### config.mk
export PLATFORM = sky130hd
export DESIGN_NAME = bcc_back
export DESIGN_NICKNAME = d
export VERILOG_FILES = /design/src/sv/bcc_pkg.sv /design/src/sv/bcc_back.sv
export SDC_FILE = /design/constraint.sdc
export NUM_CORES = 2
export LEC_CHECK = 0
export BUFFER_PORTS_ARGS = -buffer_cell sky130_fd_sc_hd__buf_2
export CAP_MARGIN = 40
export CORE_MARGIN = 4
export CORE_UTILIZATION = 50
export CTS_BUF_LIST = sky130_fd_sc_hd__clkbuf_8
export CTS_CLUSTER_SIZE = 14
export DETAILED_ROUTE_END_ITERATION = 10
export HOLD_SLACK_MARGIN = 0.03
export PLACE_DENSITY = 0.66
export SYNTH_ARGS = -nofsm -noshare
export SYNTH_HDL_FRONTEND = slang
export SYNTH_SLANG_ARGS = --single-unit
export TNS_END_PERCENT = 1
### constraint.sdc
create_clock -name clk -period 17.8 [get_ports clk]
set_input_delay 2.67 -clock clk [delete_from_list [all_inputs] [get_ports clk]]
set_output_delay 2.67 -clock clk [all_outputs]
set_load 0.01 [all_outputs]
### src/sv/bcc_pkg.sv
// shared types, register indexes and arithmetic helpers for the compensation core
package bcc_pkg;

	localparam int unsigned CfgIdxW = 2;
	localparam int unsigned CfgDataW = 64;

	typedef enum logic [CfgIdxW-1:0] {
		REG_TEMP_CALIB = 2'd0,
		REG_PRESS_LOW  = 2'd1,
		REG_PRESS_MID  = 2'd2,
		REG_PRESS_LAST = 2'd3
	} reg_idx_t;

	// calibration words, all widened to 32-bit patterns
	typedef struct packed {
		logic [31:0] t1;
		logic [31:0] t2;
		logic [31:0] t3;
		logic [31:0] p1;
		logic [31:0] p2;
		logic [31:0] p3;
		logic [31:0] p4;
		logic [31:0] p5;
		logic [31:0] p6;
		logic [31:0] p7;
		logic [31:0] p8;
		logic [31:0] p9;
	} calib_t;

	// one result item
	typedef struct packed {
		logic        pressure_invalid;
		logic [31:0] pressure_pa;
		logic [31:0] temperature_centi;
		logic [31:0] fine_temperature;
	} result_t;

	localparam logic [31:0] PressOffset = 32'd64000;
	localparam logic [31:0] FullScale   = 32'd1048576;
	localparam logic [31:0] PressScale  = 32'd3125;
	localparam logic [31:0] SignBit     = 32'h8000_0000;
	localparam logic [31:0] DivBias     = 32'd32768;
	localparam logic [31:0] RoundHalf   = 32'd128;

	// 32-bit wrapping product
	function automatic logic [31:0] mul32(input logic [31:0] x, input logic [31:0] y);
		logic [63:0] full;
		full = x * y;
		return full[31:0];
	endfunction

	// arithmetic right shift of a 32-bit pattern, kept apart from unsigned sums
	function automatic logic [31:0] asr32(input logic [31:0] x, input int unsigned n);
		return $signed(x) >>> n;
	endfunction

	function automatic logic [31:0] sext16(input logic [15:0] v);
		return {{16{v[15]}}, v};
	endfunction

endpackage

### src/sv/bcc_back.sv
// final pressure correction stages after the division
module bcc_back (
	input  logic             clk,
	input  logic             arst_n,
	input  logic             en,
	input  logic             in_valid,
	input  logic [31:0]      quotient,
	input  logic             shifted,
	input  logic             zero_div,
	input  logic [31:0]      fine_in,
	input  logic [31:0]      centi_in,
	input  bcc_pkg::calib_t  cal,
	output logic             out_valid,
	output bcc_pkg::result_t result
);
	import bcc_pkg::*;

	logic [2:0] vld_q;
	always_ff @(posedge clk or negedge arst_n) begin
		if (!arst_n) begin
			vld_q <= '0;
		end else if (en) begin
			vld_q <= {vld_q[1:0], in_valid};
		end
	end

	// s1: pressure before correction and its squared eighth
	logic [31:0] pq, p8;
	logic [31:0] p_s1, sq_s1, fine_s1, centi_s1;
	logic        z_s1;
	assign pq = shifted ? quotient : (quotient << 1);
	assign p8 = pq >> 3;
	always_ff @(posedge clk) begin
		if (en) begin
			p_s1     <= pq;
			sq_s1    <= mul32(p8, p8) >> 13;
			z_s1     <= zero_div;
			fine_s1  <= fine_in;
			centi_s1 <= centi_in;
		end
	end

	// s2: p9 and p8 products
	logic [31:0] p_s2, a_s2, b_s2, fine_s2, centi_s2;
	logic        z_s2;
	always_ff @(posedge clk) begin
		if (en) begin
			p_s2     <= p_s1;
			a_s2     <= mul32(cal.p9, sq_s1);
			b_s2     <= mul32(p_s1 >> 2, cal.p8);
			z_s2     <= z_s1;
			fine_s2  <= fine_s1;
			centi_s2 <= centi_s1;
		end
	end

	// s3: correction sum and zero divisor guard
	logic [31:0] corr;
	assign corr = asr32(a_s2, 12) + asr32(b_s2, 13) + cal.p7;
	always_ff @(posedge clk) begin
		if (en) begin
			result.fine_temperature  <= fine_s2;
			result.temperature_centi <= centi_s2;
			result.pressure_pa       <= z_s2 ? '0 : p_s2 + asr32(corr, 4);
			result.pressure_invalid  <= z_s2;
		end
	end

	assign out_valid = vld_q[2];

endmodule

==> metrics.txt <==
# TYPE chip_impl_metric gauge
chip_impl_metric{name="globalRouteMet1Util",unit="%"} 33.27
chip_impl_metric{name="ctsHtreeMaxLevel",unit=""} 2
chip_impl_info{name="synth_largest_area_cell",value="fa_1"} 1
chip_impl_metric{name="cts_max_path_buffers",unit=""} 3
chip_impl_metric{name="count_of_routing_violations_after_the_opening_detailed_route_iteration",unit=""} 2194
chip_impl_metric{name="synth-seq-cells",unit=""} 352
chip_impl_metric{name="ys_async_sr_fraction",unit="%"} 0.8523
chip_impl_metric{name="worstPathRequired",unit="ps"} 18230
chip_impl_metric{name="dr_total_vias",unit=""} 36480
chip_impl_metric{name="cts_setup_buffers",unit=""} 0
chip_impl_metric{name="fillCellCount",unit=""} 9447
chip_impl_metric{name="max_slew_margin",unit="%"} 30.41
chip_impl_metric{name="holdPathStages",unit=""} 0
chip_impl_info{name="critical_path.most_common_cell",value="fa_1"} 1
chip_impl_metric{name="die_width",unit="um"} 337.4
chip_impl_metric{name="overflow",unit=""} 0
chip_impl_info{name="outcome",value="complete, no violations"} 1
chip_impl_metric{name="ys_warn_count",unit=""} 0
chip_impl_info{name="rr_endpoint",value="b_s2[31]"} 1
chip_impl_metric{name="drt-vias-per-instance",unit=""} 5.217
chip_impl_metric{name="initial_utilization",unit="%"} 50.55
chip_impl_metric{name="netlist_instances",unit=""} 5309
chip_impl_metric{name="yosysSeqAreaShare",unit="%"} 19.45
chip_impl_metric{name="design.die.area",unit="um^2"} 113900
chip_impl_info{name="cell_family_with_the_largest_share_of_critical_path_delay",value="adder cells"} 1
chip_impl_metric{name="wirelength",unit="um"} 136800
chip_impl_metric{name="post_synth_instance_area",unit="um^2"} 54270
chip_impl_metric{name="placement_rows",unit=""} 120
chip_impl_info{name="timing_worst_setup_path_type",value="in2reg"} 1
chip_impl_metric{name="multi_input_area",unit="um^2"} 38170
chip_impl_metric{name="slew_at_the_pin_closest_to_its_max_slew_limit",unit="ps"} 1044
chip_impl_metric{name="sequential_cell_area",unit="um^2"} 10560
chip_impl_metric{name="setup_viol_count_final",unit=""} 0
chip_impl_metric{name="min_period",unit="ps"} 11340
chip_impl_metric{name="reg2regPathDepth",unit=""} 28
chip_impl_info{name="start_kind",value="input port"} 1
chip_impl_metric{name="fmax",unit="MHz"} 88.16
chip_impl_metric{name="grt_pass1_vias",unit=""} 39250
chip_impl_metric{name="ctsHoldBuffers",unit=""} 0
chip_impl_metric{name="average_instance_area_after_synthesis",unit="um^2"} 10.22
chip_impl_metric{name="synthToLayoutAreaGrowth",unit="%"} 7.964
chip_impl_info{name="globalRoute.busiestLayer",value="met2"} 1
chip_impl_metric{name="maxSlewViolCount",unit=""} 0
chip_impl_metric{name="gp_routability_congestion",unit=""} 0.9105
chip_impl_metric{name="dp_hpwl",unit="um"} 107700
chip_impl_metric{name="synth_fp_nets",unit=""} 7299
chip_impl_metric{name="drt-pass1-iter-count",unit=""} 7
chip_impl_metric{name="finalHoldViolations",unit=""} 0
chip_impl_metric{name="gr-usage-met3",unit="%"} 5.704
chip_impl_metric{name="final_layout_size_suffix_gt1_share",unit="%"} 8.145
chip_impl_metric{name="clock_latency",unit="ps"} 690
chip_impl_metric{name="synthDistinctLibCells",unit=""} 64
chip_impl_metric{name="synth_edf_count",unit=""} 349
chip_impl_metric{name="cts-resized-gates",unit=""} 0
chip_impl_metric{name="final_min_period_over_clock_period",unit="%"} 63.72
chip_impl_metric{name="drc",unit=""} 0
chip_impl_metric{name="max-cap-violations",unit=""} 0
chip_impl_info{name="min_path_type",value="reg2reg"} 1
chip_impl_metric{name="r2r_slack",unit="ps"} 9040
chip_impl_metric{name="crit_arrival",unit="ps"} 11770
chip_impl_metric{name="finish.utilization",unit="%"} 54.57
chip_impl_metric{name="cts-buffers-inserted",unit=""} 58
chip_impl_metric{name="tritoncts_num_sinks",unit=""} 352
chip_impl_info{name="clk_root_buffer_cell",value="clkbuf_8"} 1
chip_impl_metric{name="final_layout_net_count",unit=""} 7530
chip_impl_metric{name="grt_antenna_before_repair",unit=""} 17
chip_impl_info{name="worst_path_max_delay_cell",value="clkinv_1"} 1
chip_impl_info{name="hold_end",value="centi_s2[20]"} 1
chip_impl_metric{name="drt-wirelength-per-cell",unit="um"} 19.56
chip_impl_metric{name="cpPeakStageDelay",unit="ps"} 610
chip_impl_metric{name="die_height",unit="um"} 337.4
chip_impl_metric{name="first_pass_grt_wire_length",unit="um"} 216800
chip_impl_info{name="cp-end-kind",value="register"} 1
chip_impl_metric{name="io_buffer_count",unit=""} 295
chip_impl_info{name="rr_startpoint",value="p_s1[8]"} 1
chip_impl_metric{name="groute.usage.overall",unit="%"} 24.85
chip_impl_metric{name="floorplan.io_pins",unit=""} 584
chip_impl_metric{name="use_met2",unit="%"} 40.91
chip_impl_metric{name="cp_num_buf_inv",unit=""} 10
chip_impl_info{name="synthTopCellsByArea",value="fa_1, edfxtp_1, ha_1, inv_1, and2_1"} 1
chip_impl_info{name="rsz0062_at_grt",value="no"} 1
chip_impl_metric{name="clk_pin_slew",unit="ps"} 70
chip_impl_info{name="cts_tree",value="built"} 1
chip_impl_metric{name="clock_skew",unit="ps"} 48.51
chip_impl_metric{name="synth_largest_type_area_fraction",unit="%"} 41.24
chip_impl_info{name="hold_path.startpoint",value="centi_s1[20]"} 1
chip_impl_info{name="ys_dominant_reg_cell",value="edfxtp_1"} 1
chip_impl_metric{name="ant_nets",unit=""} 0
chip_impl_metric{name="largest_net_degree_at_the_start_of_global_routing",unit=""} 129
chip_impl_metric{name="core_area",unit="um^2"} 107400
chip_impl_metric{name="critical_path_peak_fanout",unit=""} 33
chip_impl_metric{name="totalNegativeSetupSlack",unit="ps"} 0
per-layer routing:
metal / vias up / share of wire (%)
li1: 16240 / -
met1: 18490 / 41
met2: 1434 / 47
met3: 297 / 9.4
met4: 22 / 3.2
met5: - / 0.11
cells by family after synthesis:
family,Yosys count,synth area share [%]
AO/OA/AOI/OAI,268,3.228
AND/OR/NAND/NOR,1454,12.78
flip-flops,352,19.45
adder cells (fa/ha/maj),1504,50.14
XOR/XNOR,216,3.486
multiplexers,36,0.6779
buffers and inverters,1479,10.23
worst register-to-register path: cells and delay by family (launching register included):
kind                       cells  cell delay, ps
AOI/OAI and AO/OA             11            2350
xor gates and xnor gates       1             200
adders and majority gates      9            4140
buffers and inverters          5             550
DFF                            1             950
and+or+nand+nor                2             290
registers in the layout, indices dropped and copies added, names as in the netlist, 19 cells and up:
register	flops
result	97
centi_s1	32
fine_s2	32
p_s1	32
a_s2	20
fine_s1	32
b_s2	19
sq_s1	19
centi_s2	32
p_s2	32
worst max path at each step:
stage            start   endpoint  slack [ps]  cells after the start
3_5_place_dp   shifted  sq_s1[18]        5740                     34
3_3_place_gp   shifted  sq_s1[18]        5860                     34
4_1_cts        shifted  sq_s1[18]        6540                     34
5_1_grt        shifted  sq_s1[18]        5980                     34
2_1_floorplan  shifted  sq_s1[18]        6580                     33
6_report       shifted  sq_s1[18]        6460                     34
synth_stat cells (all sizes together), types with 5 or more instances:
master	number
o31ai	5
fa	1118
ha	386
nor3	30
or3	5
and3	8
a21o	41
o21a	25
mux2i	30
mux2	6
and2	479
nand2	637
nand2b	15
o21ai	47
a31oi	8
o21bai	12
clkinv	8
a21oi	85
nand3	15
xnor2	161
edfxtp	349
nor2	216
and4	6
a211oi	10
o22ai	6
nor2b	25
xor2	55
nand4	9
clkbuf	186
o31a	5
inv	1282
final cells by class:
class / count / share of cell area, %
inverter: 1290 / 8.265
timing repair buffer: 360 / 3.658
tap: 1403 / 2.996
antenna: 3 / 0.01281
clock buffer: 58 / 1.363
multi-input combinational: 3478 / 65.14
sequential: 352 / 18.02
clock inverter: 48 / 0.5446
per-stage QoR:
step                      setup WS [ps]  hold slack (ps)  std cells  cell area [um^2]
after floorplan                    6575            400.3       5309             54270
after global placement             5863            400.3       6870             57200
after detailed placement           5743            404.5       6883             57460
after CTS                          6539            399.8       6989             58580
after global routing               5978            380.8       6991             58580
final                              6457            387.4       6992             58590
cells in the final DEF, fill, tap and decap left out, types with 15 or more instances in the layout:
cell,netlist,routed
inv_1,1282,1300
fa_1,1118,1118
nand2_1,637,637
and2_1,479,479
ha_1,386,386
edfxtp_1,349,349
buf_2,0,294
nor2_1,216,216
xnor2_1,161,161
a21oi_1,81,81
clkbuf_8,0,58
xor2_1,55,55
buf_4,0,52
a21o_1,41,41
nor3_1,30,30
o21ai_0,30,30
mux2i_1,30,28
nor2b_1,25,25
o21a_1,24,24
clkinv_1,8,23
o21ai_1,16,16
nand3_1,15,15
Power is left out: the tool's default activity adds up to more than one toggle a clock period on the data nets, which glitch-free logic cannot reach.
